<file path="src/hw/rtl/fpwc_pkg.sv">
// ----------------------------------------------------------------------------
// fpwc_pkg
// Shared widths, band thresholds, the pipeline beat type and the divide step.
// ----------------------------------------------------------------------------
package fpwc_pkg;

  localparam int CARRIER_W = 30;
  localparam int REF_W     = 25;
  localparam int SHIFT_W   = 14;
  localparam int DIV_W     = 5;
  localparam int CODE_W    = 4;
  localparam int FRAC_BITS = 19;
  localparam int PROD_W    = 19;   // out divider times shift

  // carrier long division: {carrier, 19 zero bits}, padded to a multiple of the step count
  localparam int NUM_DIV_STAGES = 13;
  localparam int A_STEPS = 4;
  localparam int QA_W    = NUM_DIV_STAGES * A_STEPS;   // 52
  localparam int RA_W    = 24;                         // pfd < 2^24
  // step word long division: {div*shift, 18 zero bits}
  localparam int B_STEPS = 3;
  localparam int QB_W    = NUM_DIV_STAGES * B_STEPS;   // 39
  localparam int RB_W    = REF_W;
  localparam int B_SCALE = 18;

  localparam int RECIP_SHIFT = 33;
  localparam logic [31:0] RECIP3 = 32'hAAAA_AAAB;
  localparam int MUL_W = REF_W + 32;

  localparam logic [CARRIER_W-1:0] BAND0_MIN = 30'd705000000;
  localparam logic [CARRIER_W-1:0] BAND1_MIN = 30'd525000000;
  localparam logic [CARRIER_W-1:0] BAND2_MIN = 30'd353000000;
  localparam logic [CARRIER_W-1:0] BAND3_MIN = 30'd239000000;
  localparam logic [CARRIER_W-1:0] BAND4_MIN = 30'd177000000;

  localparam logic [CODE_W-1:0] SYNTH_SEL = 4'd8;

  localparam logic REG_REFERENCE = 1'b0;
  localparam logic REG_SHIFT     = 1'b1;

  typedef struct packed {
    logic [CODE_W-1:0] band_code;
    logic [DIV_W-1:0]  out_div;
    logic [QA_W-1:0]   a_word;
    logic [RA_W-1:0]   a_rem;
    logic [RA_W-1:0]   a_den;
    logic              a_zero;
    logic [QB_W-1:0]   b_word;
    logic [RB_W-1:0]   b_rem;
    logic [RB_W-1:0]   b_den;
    logic              b_zero;
  } fpwc_div_t;

  // restoring division, a few quotient bits of each divider per stage
  function automatic fpwc_div_t div_step(fpwc_div_t d);
    fpwc_div_t r;
    logic [RA_W:0] ta;
    logic [RB_W:0] tb;
    r = d;
    for (int i = 0; i < A_STEPS; i++) begin
      ta = {r.a_rem, r.a_word[QA_W-1]};
      r.a_word = {r.a_word[QA_W-2:0], 1'b0};
      if (ta >= {1'b0, r.a_den}) begin
        ta = ta - {1'b0, r.a_den};
        r.a_word[0] = 1'b1;
      end
      r.a_rem = ta[RA_W-1:0];
    end
    for (int j = 0; j < B_STEPS; j++) begin
      tb = {r.b_rem, r.b_word[QB_W-1]};
      r.b_word = {r.b_word[QB_W-2:0], 1'b0};
      if (tb >= {1'b0, r.b_den}) begin
        tb = tb - {1'b0, r.b_den};
        r.b_word[0] = 1'b1;
      end
      r.b_rem = tb[RB_W-1:0];
    end
    return r;
  endfunction

endpackage

</file>
<file path="src/hw/rtl/fpwc_div_stage.sv">
// ----------------------------------------------------------------------------
// fpwc_div_stage
// One registered slice of both long divisions.
// ----------------------------------------------------------------------------
module fpwc_div_stage (
  input  logic                clk,
  input  logic                rst,
  input  logic                en,
  input  logic                valid_in,
  input  fpwc_pkg::fpwc_div_t d_in,
  output logic                valid,
  output fpwc_pkg::fpwc_div_t d_out
);
  import fpwc_pkg::*;

  always_ff @(posedge clk) begin
    if (rst) begin
      valid <= 1'b0;
    end else if (en) begin
      valid <= valid_in;
    end
  end

  always_ff @(posedge clk) begin
    if (en) begin
      d_out <= div_step(d_in);
    end
  end

endmodule

</file>
<file path="config.mk">
export PLATFORM = sky130hd
export DESIGN_NAME = fpwc_div_stage
export DESIGN_NICKNAME = d
export VERILOG_FILES = /design/src/hw/rtl/fpwc_pkg.sv /design/src/hw/rtl/fpwc_div_stage.sv
export SDC_FILE = /design/constraint.sdc
export NUM_CORES = 1
export LEC_CHECK = 0
export BUFFER_PORTS_ARGS = -buffer_cell sky130_fd_sc_hd__buf_2
export CELL_PAD_IN_SITES_DETAIL_PLACEMENT = 2
export CELL_PAD_IN_SITES_GLOBAL_PLACEMENT = 2
export CORE_MARGIN = 2
export CORE_UTILIZATION = 30
export CTS_CLUSTER_SIZE = 24
export DETAILED_ROUTE_END_ITERATION = 7
export PLACE_DENSITY = 0.86
export RECOVER_POWER = 25
export SYNTH_ARGS = -nofsm -noshare
export SYNTH_HDL_FRONTEND = slang
export SYNTH_SLANG_ARGS = --single-unit
</file>
<file path="constraint.sdc">
create_clock -name clk -period 11.6 [get_ports clk]
set_clock_uncertainty 0.1 [all_clocks]
set_input_delay 1.16 -clock clk [delete_from_list [all_inputs] [get_ports clk]]
set_output_delay 1.16 -clock clk [all_outputs]
set_load 0.05 [all_outputs]
</file>
# Word-level counts from Yosys, hierarchy flattened
# Index checks and enable logic that the tools add are counted.
[classes]
mux = 19
magnitude_cmp = 7
n_addsub = 7
[op_table]
columns = ["cell", "n"]
rows = [
  ["$mux 24", 7],
  ["$mux 25", 5],
  ["$ge 25x24->1", 4],
  ["$sub 24x24->24", 4],
  ["$ge 26x25->1", 3],
  ["$sub 25x25->25", 3],
  ["$mux 1", 7],
]
[word_totals]
register_bits = 201
output_inout_bits = 201
inputBits = 204

# Longest topological paths before layout
# Gate-level depths: netlist of the first run.
[depth]
ltp_word = 11
depth_mapped = 52
mapped_depth_nobuf = 45

# Least setup slack after synthesis of the first run
# No wires, ideal clock.
[synth_timing]
path_type = "input port to flip-flop"
from = "input d_in[103] (netlist bit)"
to = "register d_out[120] (netlist bit), data pin"
setup_slack_ps = 525
arrival_time_ps = 10715
setup_time_ps = 260
cell_stages = 50
t_required_ps = 11240
n_path_buf = 9
path_cell_list = "inv_1 -> ha_1 -> buf_4 -> nand2_2 -> nor4_4 -> a21bo_1 -> a21bo_1 -> a31o_4 -> inv_1 -> buf_4 -> buf_4 -> mux2_2 -> ha_1 -> a21oi_1 -> o211ai_1 -> a311oi_1 -> nand4_1 -> a2111o_1 -> [14 not listed] -> buf_2 -> buf_2 -> nor2_1 -> a21oi_1 -> ha_1 -> nor2b_1 -> o2111ai_1 -> a31oi_1 -> a31oi_1 -> a21oi_1 -> nor2b_1 -> o21a_1 -> o21a_1 -> o21ai_0 -> and3_1 -> buf_6 -> buf_12 -> mux2_4"
[synth_between]
elab_chain_len = 11
elab_cells_between_ends = 15
cone_classes = "add/sub (4); order compare (4); mux (7)"
[synth_rtl]
columns = ["item", "line_no", "rtl"]
rows = [
  ["from (decl)", "fpwc_div_stage.sv:10", "input fpwc_pkg::fpwc_div_t d_in,"],
  ["$sub 24x24->24 or $ge 25x24->1 (tied branches)", "fpwc_pkg.sv:64, fpwc_pkg.sv:63", ""],
  ["$mux 24", "fpwc_pkg.sv:63", "if (ta >= {1'b0, r.a_den}) begin"],
  ["$mux 24", "fpwc_div_stage.sv:25", "if (en) begin"],
  ["$sub 24x24->24 or $ge 25x24->1 (tied branches)", "fpwc_pkg.sv:64, fpwc_pkg.sv:63", ""],
  ["$mux 24", "fpwc_pkg.sv:63", ""],
  ["$mux 24", "fpwc_div_stage.sv:25", ""],
  ["$ge 25x24->1 or $sub 24x24->24 (tied branches)", "fpwc_pkg.sv:63, fpwc_pkg.sv:64", ""],
  ["$mux 24", "fpwc_pkg.sv:63", ""],
  ["$mux 24", "fpwc_div_stage.sv:25", ""],
  ["$sub 24x24->24 or $ge 25x24->1 (tied branches)", "fpwc_pkg.sv:64, fpwc_pkg.sv:63", ""],
  ["$mux 24 *", "fpwc_pkg.sv:63", ""],
  ["to (signal assigned)", "fpwc_div_stage.sv:26", "d_out <= div_step(d_in);"],
  ["to (decl)", "fpwc_div_stage.sv:12", "output fpwc_pkg::fpwc_div_t d_out"],
]
# Mark *: on every way between the ends. The rest lies on a longest branch, timed or not. The select of a mux whose other input is x is not followed.
# A chain may end at the register's enable or synchronous reset.

# Final worst setup path of the first run
[layout_timing]
from = "input d_in[103] (netlist bit)"
to = "register d_out[138] (netlist bit), data pin"
[layout_between]
elab_chain_len = 11
elab_cells_between_ends = 15
cone_classes = "add/sub (4); order compare (4); mux (7)"
[layout_rtl]
columns = ["item", "line_no"]
rows = [
  ["$sub 24x24->24 or $ge 25x24->1 (tied branches)", "fpwc_pkg.sv:64, fpwc_pkg.sv:63"],
  ["$mux 24", "fpwc_pkg.sv:63"],
  ["$mux 24", "fpwc_div_stage.sv:25"],
  ["$sub 24x24->24 or $ge 25x24->1 (tied branches)", "fpwc_pkg.sv:64, fpwc_pkg.sv:63"],
  ["$mux 24", "fpwc_pkg.sv:63"],
  ["$mux 24", "fpwc_div_stage.sv:25"],
  ["$sub 24x24->24 or $ge 25x24->1 (tied branches)", "fpwc_pkg.sv:64, fpwc_pkg.sv:63"],
  ["$mux 24", "fpwc_pkg.sv:63"],
  ["$mux 24", "fpwc_div_stage.sv:25"],
  ["$sub 24x24->24 or $ge 25x24->1 (tied branches)", "fpwc_pkg.sv:64, fpwc_pkg.sv:63"],
  ["$mux 24 *", "fpwc_pkg.sv:63"],
]
# Marked as above.

==> results of run 1 <==
## worst min-delay path: cells and delay by family (launching register included)
kind             cells  cell delay (ns)
flip-flops           1             0.33
multiplexers         1             0.07
AND/OR/NAND/NOR      1             0.08
## logic make-up after synthesis
family                   after synthesis
adder cells (fa/ha/maj)              178
AND/OR/NAND/NOR                      419
AO/OA/AOI/OAI                        476
XOR/XNOR                             136
multiplexers                         109
buffers and inverters                136
flip-flops                           201
## power by group
group | leakage (nW) | switching, mW | total, mW | internal, mW
combinational | 6.81 | 2.53 | 4.46 | 1.93
clock | 0.408 | 0.331 | 0.831 | 0.500
sequential | 1.97 | 0.0448 | 1.12 | 1.08
total | 9.19 | 2.90 | 6.41 | 3.51
## cells in the final DEF (no fill, tap or decap), drive strengths merged, types with 7 or more instances in the layout
cell	count
o21bai	12
fa	7
mux2	100
o21a	21
or2	7
clkbuf	78
xnor2	89
nand2b	18
o211ai	12
a21o	56
ha	171
nand2	121
nand3	29
a211oi	16
and3	14
nor3	37
a31oi	21
xor2	47
inv	103
mux2i	9
edfxtp	200
a21oi	161
nor2	118
buf	466
o21ai	105
clkinv	8
o31ai	10
nor2b	21
and2	7
nand4	24
## state kept, by name, summed over array words and instances (netlist names)
| name | flops |
|---|---|
| d_out | 200 |
| valid | 1 |
## layer usage
metal | global-route usage | part of all wire
met1 | 0.245 | 0.39
met5 | 0 | 0
met2 | 0.423 | 0.54
met4 | 0.0724 | 0.033
met3 | 0.0279 | 0.033
## area by class of cell
cell class	instances	area, µm²
timing repair buffer	511	2780
antenna	2	5.00
fill	5990	33100
inverter	104	394
multi-input combinational	1318	9840
clock inverter	14	184
clock buffer	33	677
sequential	201	6030
tap	696	871
## repair_timing
action                                  in CTS  in global routing
endpoints found under the hold margin        0                  0
buffers inserted                             0                  0
endpoints found under the setup margin       0                 25
resized for setup                            0                 13
## final timing paths
| kind | startpoint | end | slack [ns] |
|---|---|---|---|
| worst max-delay path | d_in[103] | d_out[138]$_DFFE_PP_ | 0.46 |
| worst min-delay path | valid$_SDFFE_PP0P_ | valid$_SDFFE_PP0P_ | 0.41 |
| worst max register to register | valid$_SDFFE_PP0P_ | valid$_SDFFE_PP0P_ | 10.91 |
| worst min register to register | valid$_SDFFE_PP0P_ | valid$_SDFFE_PP0P_ | 0.41 |
## metrics by stage
step | area (µm²) | power (mW) | hold WS (ns) | utilization
3_5_place_dp | 19900 | 5.56 | 0.401 | 0.369
3_3_place_gp | 19900 | 5.31 | 0.379 | 0.369
6_report | 20800 | 6.41 | 0.409 | 0.385
5_1_grt | 20800 | 6.83 | 0.448 | 0.385
4_1_cts | 20800 | 6.44 | 0.413 | 0.385
2_1_floorplan | 16400 | 4.32 | 0.633 | -
==> results_dict.tcl, run 1 <==
set metrics [dict create \
    synth_compound_area_frac 0.185 \
    drtAntennaViolNets 0 \
    ios 405 \
    cts.clk_slew.worst_paths_ns 0.05 \
    core_area_mm2 0.0539 \
    clk-insertion-delay-late_ns 0.56 \
    io_buffers 404 \
    synth_top_area_share 0.366 \
    grt_pass1_vias 16909 \
    wl_per_cell_um 22.2 \
    rows 85 \
    fin_cells 2879 \
    initial_core_util 0.304 \
    worst_pin_slew_ns 4.54 \
    grt_pass1_wl_um 96500 \
    arrival_ns 11.35 \
    fin_setup_tns_ns 0 \
    synth_fp_nets 2037 \
    synth-edff-count 200 \
    drt-initial-drc-count 508 \
    dieWidth_um 238 \
    synth_area_per_cell_um2 9.90 \
    synthFlopType "edfxtp_1" \
    cts_hold_buffers 0 \
    dp_cells 2830 \
    tritoncts "built" \
    maxSlewHeadroom -2.03 \
    yosysMostFrequentCell "edfxtp_1" \
    synth_top_family_by_area "compound AO/OA/AOI/OAI gates" \
    final_nets 2544 \
    fin_crit_sh 0.961 \
    layout-drive-gt1-share 0.288 \
    synthMuxAreaShare 0.0786 \
    synthXorXnorAreaFrac 0.0727 \
    clock-root-buffer "clkbuf_16" \
    yosysWarnings 0 \
    antenna_found_initial 2 \
    hold_depth 2 \
    clockBufferDepth 3 \
    synth_seq_cells 201 \
    worstSetupPathType "primary input to flop" \
    setup_viol 0 \
    yosys.area.top_type "edfxtp_1" \
    hp-class "flop to flop" \
    clock.fmax_mhz 89.7 \
    min_period_ns 11.14 \
    violations "max-capacitance violations, max-slew violations" \
    cp.depth 44 \
    first_pass_iters 4 \
    grtUsageTotal 0.219 \
    synth.distinct_cells 79 \
    drc 0 \
    leakage_nw 9.19 \
    rsz0062_at_grt "no" \
    final_hold_viol_count 0 \
    synth_cells 1655 \
    post_synth_most_frequent_cells "edfxtp_1 (200), ha_1 (171), a21oi_1 (160)" \
    dp_worst_setup_slack_ns -0.526 \
    synth_fa_ha_area_frac 0.139 \
    drv_cap 1 \
    grt-ovfl-total 0 \
    synthesis.area_mm2 0.0164 \
    cts_max_level 1 \
    setup_ws_ns 0.457 \
    slowest_stage "a2111o_1" \
    vias_per_cell 5.27 \
    synth-simple-area-share 0.121 \
    cp.required_ns 11.81 \
    cpLargestDelayFamily "compound AO/OA/AOI/OAI gates" \
    crit_buf_inv 6 \
    worst_setup_path_end_kind "flop" \
    area_delta_synth_final_pct 26.8 \
    finalWirelength_um 63900 \
    vias 15165 \
    worst-path-max-fanout 14 \
    status "finished, violations left" \
    crit_path_start_kind "primary input" \
    irDropWorstVdd_uv 174 \
    synth_area_leaders "edfxtp_1 (37%), ha_1 (13%), mux2_2 (5.2%)" \
    cts_sinks 201 \
    drv_slew 85 \
    grt_max_degree 85 \
    dieArea_mm2 0.0565 \
    detailed_place_hpwl_um 54200 \
    ys_seq_area_frac 0.368 \
    max_stage_delay_ns 0.44 \
    cts_made_buffers 26 \
    async_flop_share 0 \
    reg2regPathDepth 2 \
    powerDensity_mw_per_mm2 309 \
    place_congestion 0.908 \
    die_height_um 238 \
]
No activity file was read; power rests on OpenSTA's default activity.
==> run 2: changes to the inputs <==
--- a/config.mk
+++ b/config.mk
@@ -5,14 +5,15 @@
 export SDC_FILE = /design/constraint.sdc
 export NUM_CORES = 1
 export LEC_CHECK = 0
+export ABC_AREA = 1
 export BUFFER_PORTS_ARGS = -buffer_cell sky130_fd_sc_hd__buf_2
 export CELL_PAD_IN_SITES_DETAIL_PLACEMENT = 2
 export CELL_PAD_IN_SITES_GLOBAL_PLACEMENT = 2
 export CORE_MARGIN = 2
-export CORE_UTILIZATION = 30
+export CORE_UTILIZATION = 34
 export CTS_CLUSTER_SIZE = 24
 export DETAILED_ROUTE_END_ITERATION = 7
-export PLACE_DENSITY = 0.86
+export PLACE_DENSITY = 0.95
 export RECOVER_POWER = 25
 export SYNTH_ARGS = -nofsm -noshare
 export SYNTH_HDL_FRONTEND = slang
==> constraint.sdc (replaced) <==
create_clock -name clk -period 14 [get_ports clk]
set_clock_uncertainty 0.1 [all_clocks]
set_input_delay 1.4 -clock clk [delete_from_list [all_inputs] [get_ports clk]]
set_output_delay 1.4 -clock clk [all_outputs]
set_load 0.05 [all_outputs]
==> results_dict.tcl, run 2 <==
set metrics [dict create \
    status "finished, violations left" \
    violations "max-capacitance violations, max-slew violations" \
    dieWidth_um 233 \
    seqPwrFrac 0.181 \
    rows 84 \
    synth_area_per_cell_um2 7.55 \
    synthFlopType "edfxtp_1" \
    power.total_mw 5.21 \
    swShare 0.564 \
    clock.fmax_mhz 81.3 \
    slowest_stage "o21ai_0" \
    max_stage_delay_ns 0.78 \
    cts_sinks 201 \
    worst_setup_path_end_kind "flop" \
    maxSlewHeadroom -1.83 \
    grt_pass1_vias 20758 \
    largest_reg_flops 200 \
    final_hold_viol_count 0 \
    leakage_nw 10.5 \
    top_register "d_out" \
    crit_buf_inv 8 \
    place_congestion 0.947 \
    synth_seq_cells 201 \
    grt_max_degree 71 \
    reg2regPathDepth 2 \
    ys_seq_area_frac 0.337 \
    detailed_place_hpwl_um 70600 \
    area_delta_synth_final_pct 19.4 \
    cts_made_buffers 26 \
    grt_pass1_wl_um 126000 \
    yosysWarnings 0 \
    die_height_um 233 \
    io_buffers 404 \
    dieArea_mm2 0.0544 \
    synth_area_leaders "edfxtp_1 (34%), nand2_1 (15%), ha_1 (12%)" \
    post_synth_most_frequent_cells "nand2_1 (735), inv_1 (272), edfxtp_1 (200)" \
    antenna_found_initial 5 \
    setup_ws_ns 1.70 \
    fin_crit_sh 0.879 \
    final_common_cell "nand2_1" \
    final_nets 3151 \
    grt-ovfl-total 0 \
    fillers 6132 \
    crit_path_start_kind "primary input" \
    internal_power_mw 2.27 \
    hp-class "flop to flop" \
    tritoncts "built" \
    synth-edff-count 200 \
    drtAntennaViolNets 0 \
    drt-initial-drc-count 1005 \
    worstHoldEndpoint "valid$_SDFFE_PP0P_" \
    cts_max_level 1 \
    clock-root-buffer "clkbuf_16" \
    first_pass_iters 5 \
    setup_viol 0 \
    rr_startpoint "valid$_SDFFE_PP0P_" \
    vias_per_cell 5.42 \
    synth_top_area_share 0.336 \
    async_flop_share 0 \
    r2r-end "valid$_SDFFE_PP0P_" \
    min_period_ns 12.30 \
    cts.clk_slew.worst_paths_ns 0.06 \
    vias 18851 \
    design_area_mm2 0.0213 \
    placed_cell_area_mm2 0.0206 \
    dp_worst_setup_slack_ns 1.41 \
    fin_setup_tns_ns 0 \
    powerDensity_mw_per_mm2 244 \
    rsz0062_at_grt "no" \
    r2r_slack_ns 13.18 \
    comb_power_share 0.686 \
    ios 405 \
    cts_hold_buffers 0 \
    clk-insertion-delay-late_ns 0.55 \
    arrival_ns 12.59 \
    cpLargestDelayFamily "simple AND/OR/NAND/NOR gates" \
    synthesis.area_mm2 0.0179 \
    top_regs "d_out: 200 flops, valid: 1 flops" \
    p_sw_mw 2.93 \
    yosysMostFrequentCell "nand2_1" \
    hold_depth 2 \
    synth_fp_nets 2749 \
    grtUsageTotal 0.302 \
    postCtsSetupBuffers 0 \
    worstSetupPathType "primary input to flop" \
    irDropWorstVdd_uv 103 \
    mostFrequentLayoutCells "nand2_1 (735), buf_2 (335), inv_1 (272)" \
    finalWirelength_um 84600 \
    layout-drive-gt1-share 0.160 \
    drv_slew 69 \
    synth_cells 2367 \
    drc 0 \
    cp.required_ns 14.29 \
    clockBufferDepth 3 \
    initial_core_util 0.342 \
    yosys.area.top_type "edfxtp_1" \
    ctsResizeCount 0 \
    min_from "valid$_SDFFE_PP0P_" \
    wl_per_cell_um 24.3 \
    p_clk_frac 0.134 \
    core_area_mm2 0.0522 \
    synth.distinct_cells 50 \
    crit_path_frequent_cell "nand2_1" \
    worst_pin_slew_ns 4.24 \
    crit_start "d_in[113]" \
    worst-path-max-fanout 33 \
    drv_cap 1 \
]
==> run 2: cell count changes after synthesis, moves of 28 or more <==
cell     previous run  this run
nand2_1           120       735
inv_1             102       272
nand3_1            29       145
mux2_2             76         0
xnor2_1            89        48
xor2_1             47        88
a21o_1             56        21
nor2_1            118       146
==> run 2: kinds of logic after synthesis <==
group | Yosys count | share of synthesized area
mux | 1 | 0.000560
flops | 201 | 0.337
buf+inv | 311 | 0.0710
simple gates | 1156 | 0.277
compound gates | 384 | 0.120
xor+xnor | 136 | 0.0667
fa+ha+maj | 178 | 0.128
==> run 2: power groups by stage <==
stage               combinational (mW)  clock, mW  sequential, mW
floorplan                         2.01          0            1.33
global placement                  3.13          0           0.922
detailed placement                3.47          0           0.952
CTS                               3.52      0.708           0.941
global route                      3.84      0.723           0.946
finish                            3.57      0.697           0.940
==> run 2: cell type report <==
| type | count | area (µm²) | area share |
|---|---|---|---|
| diodes | 2 | 5.00 | 0.000235 |
| clock buffers | 32 | 673 | 0.0316 |
| clock inverters | 16 | 194 | 0.00909 |
| inverters | 277 | 1040 | 0.0487 |
| multi-input cells | 1855 | 10600 | 0.495 |
| flip-flops and latches | 201 | 6030 | 0.282 |
| well taps | 688 | 861 | 0.0403 |
| repair buffers | 408 | 1970 | 0.0921 |
==> run 2: how the worst max path moves through the flow <==
| stage | end | depth (start not counted) | slack, ns |
|---|---|---|---|
| after global placement | d_out[120]$_DFFE_PP_ | 53 | 2.25 |
| after global routing | d_out[121]$_DFFE_PP_ | 54 | 0.91 |
| after CTS | d_out[121]$_DFFE_PP_ | 54 | 1.97 |
| final | d_out[121]$_DFFE_PP_ | 54 | 1.70 |
| after floorplan | d_out[131]$_DFFE_PP_ | 52 | 5.58 |
| after detailed placement | d_out[127]$_DFFE_PP_ | 54 | 1.41 |
==> run 2: metrics by stage <==
| step | util | hold slack [ns] | instances |
|---|---|---|---|
| after floorplan | - | 0.633 | 2367 |
| after global placement | 0.394 | 0.382 | 3429 |
| after detailed placement | 0.394 | 0.426 | 3429 |
| after CTS | 0.410 | 0.515 | 3477 |
| after global routing | 0.408 | 0.505 | 3479 |
| final | 0.408 | 0.521 | 3479 |
==> run 2: routing by layer <==
layer  up-vias  track usage  part of all wire
li1       8742            -                 -
met1      9324        0.365              0.41
met2       611        0.537              0.49
met3       168       0.0431             0.057
met4         6        0.123             0.042
met5         -            0           0.00046
==> run 2: worst min-delay path, delay by kind of cell, from the launching register on <==
| family | cells | cell delay [ns] |
|---|---|---|
| flip-flops | 1 | 0.35 |
| multiplexers | 1 | 0.11 |
| AND/OR/NAND/NOR | 1 | 0.12 |
==> run 3: changes to the inputs <==
--- a/config.mk
+++ b/config.mk
@@ -10,11 +10,12 @@
 export CELL_PAD_IN_SITES_DETAIL_PLACEMENT = 2
 export CELL_PAD_IN_SITES_GLOBAL_PLACEMENT = 2
 export CORE_MARGIN = 2
-export CORE_UTILIZATION = 34
+export CORE_UTILIZATION = 30
 export CTS_CLUSTER_SIZE = 24
 export DETAILED_ROUTE_END_ITERATION = 7
-export PLACE_DENSITY = 0.95
+export PLACE_DENSITY = 0.88
 export RECOVER_POWER = 25
+export REMOVE_ABC_BUFFERS = 1
 export SYNTH_ARGS = -nofsm -noshare
 export SYNTH_HDL_FRONTEND = slang
 export SYNTH_SLANG_ARGS = --single-unit
==> results_dict.tcl, run 3 (synthesis results as in run 2) <==
set metrics [dict create \
    rows 89 \
    drtAntennaViolNets 0 \
    arrival_ns 12.63 \
    clockBufferDepth 3 \
    fin_crit_sh 0.881 \
    use_met2 0.459 \
    cts_made_buffers 25 \
    clock.fmax_mhz 81.1 \
    postCtsSetupBuffers 0 \
    design_area_mm2 0.0214 \
    powerDensity_mw_per_mm2 235 \
    setup_viol 0 \
    top_register "d_out" \
    vias_per_cell 5.15 \
    final_util 0.363 \
    slowest_stage "nand3_1" \
    grt_pass1_vias 20107 \
    leakage_nw 10.5 \
    dieWidth_um 248 \
    final_nets 3149 \
    grtUsageMet1 0.336 \
    worst_setup_path_end_kind "flop" \
    die_height_um 248 \
    min_period_ns 12.33 \
    fillers 7000 \
    fin_setup_tns_ns 0 \
    initial_core_util 0.303 \
    grtUsageTotal 0.259 \
    worst_pin_slew_ns 4.62 \
    irDropWorstVdd_uv 136 \
    place_congestion 0.896 \
    io_buffers 404 \
    final_common_cell "nand2_1" \
    top_usage_layer "met2" \
    diodes 0 \
    dieArea_mm2 0.0615 \
    cts_hold_buffers 0 \
    detailed_place_hpwl_um 69300 \
    cp.required_ns 14.30 \
    cts_max_level 1 \
    drv_slew 69 \
    final_hold_viol_count 0 \
    finalWirelength_um 81900 \
    ctsResizeCount 0 \
    cts_sinks 201 \
    placed_cell_area_mm2 0.0207 \
    dp_cells 3513 \
    grt-ovfl-total 0 \
    core_area_mm2 0.0589 \
    worstSetupPathType "primary input to flop" \
    maxSlewHeadroom -2.08 \
    use_met3 0.0309 \
    hp-class "flop to flop" \
    top_regs "d_out: 200 flops, valid: 1 flops" \
    rsz0062_at_grt "no" \
    grt_max_degree 78 \
    status "finished, violations left" \
    vias 18331 \
    fin_cells 3558 \
    setup_ws_ns 1.67 \
    drt-initial-drc-count 799 \
    grt_pass1_wl_um 122000 \
    crit_path_start_kind "primary input" \
    wl_per_cell_um 23.0 \
    drv_cap 1 \
    clock-root-buffer "clkbuf_16" \
    worst-path-max-fanout 33 \
    violations "max-capacitance violations, max-slew violations" \
    largest_reg_flops 200 \
    crit_path_frequent_cell "nand2_1" \
    max_stage_delay_ns 0.82 \
    drc 0 \
    mostFrequentLayoutCells "nand2_1 (735), buf_2 (350), inv_1 (272)" \
    tritoncts "built" \
    first_pass_iters 5 \
    antenna_found_initial 5 \
    clk-insertion-delay-late_ns 0.53 \
    ios 405 \
    layout-drive-gt1-share 0.164 \
    area_delta_synth_final_pct 19.7 \
    cts.clk_slew.worst_paths_ns 0.08 \
    dp_worst_setup_slack_ns 1.29 \
]
## run 3: cell types whose count changed in the layout (fill, tap and decap cells not counted), sizes merged
| cell | change |
|---|---|
| clkinv | +2 |
| clkbuf | -20 |
| clkinvlp | +1 |
| inv | -2 |
| diode | -2 |
| buf | +15 |
## run 3: final timing paths
| check | depth (start not counted) | slack (ns) | end | start |
|---|---|---|---|---|
| worst min register to register | 2 | 0.41 | valid$_SDFFE_PP0P_ | valid$_SDFFE_PP0P_ |
| worst max register to register | 2 | 13.22 | valid$_SDFFE_PP0P_ | valid$_SDFFE_PP0P_ |
| worst max-delay path | 53 | 1.67 | d_out[120]$_DFFE_PP_ | d_in[103] |
| worst min-delay path | 2 | 0.41 | valid$_SDFFE_PP0P_ | valid$_SDFFE_PP0P_ |
## run 3: through the flow
| stage | hold slack, ns | power [mW] |
|---|---|---|
| 3_5_place_dp | 0.394 | 4.33 |
| 4_1_cts | 0.408 | 5.03 |
| 3_3_place_gp | 0.368 | 4.11 |
| 6_report | 0.410 | 5.03 |
| 5_1_grt | 0.465 | 5.39 |
| 2_1_floorplan | 0.633 | 3.26 |
## run 3: cell type report
type / instances / area (µm²) / share of cell area
tap: 773 / 967 / 0.0452
clock inverter: 17 / 165 / 0.00772
sequential: 201 / 6030 / 0.282
timing repair buffer: 407 / 1980 / 0.0925
inverter: 277 / 1040 / 0.0486
multi-input combinational: 1855 / 10600 / 0.494
clock buffer: 28 / 637 / 0.0298
## run 3: layer usage
layer  wire (µm)  vias up
met4        1930        4
met5          21        -
met1       36200     9051
met2       39500      458
met3        4220       97
li1            -     8721
## run 3: power by group
part	total, mW	switching [mW]	leakage, nW	internal [mW]
Sequential	0.932	0.0494	1.96	0.883
Combinational	3.44	2.46	8.10	0.982
Clock	0.660	0.278	0.388	0.382
Total	5.03	2.79	10.5	2.25
## run 3: critical path, delay by kind of cell
family | cells | cell delay, ns
AND/OR/NAND/NOR | 31 | 4.96
buffers and inverters | 6 | 1.31
adder cells (fa/ha/maj) | 4 | 1.60
AO/OA/AOI/OAI | 12 | 3.31
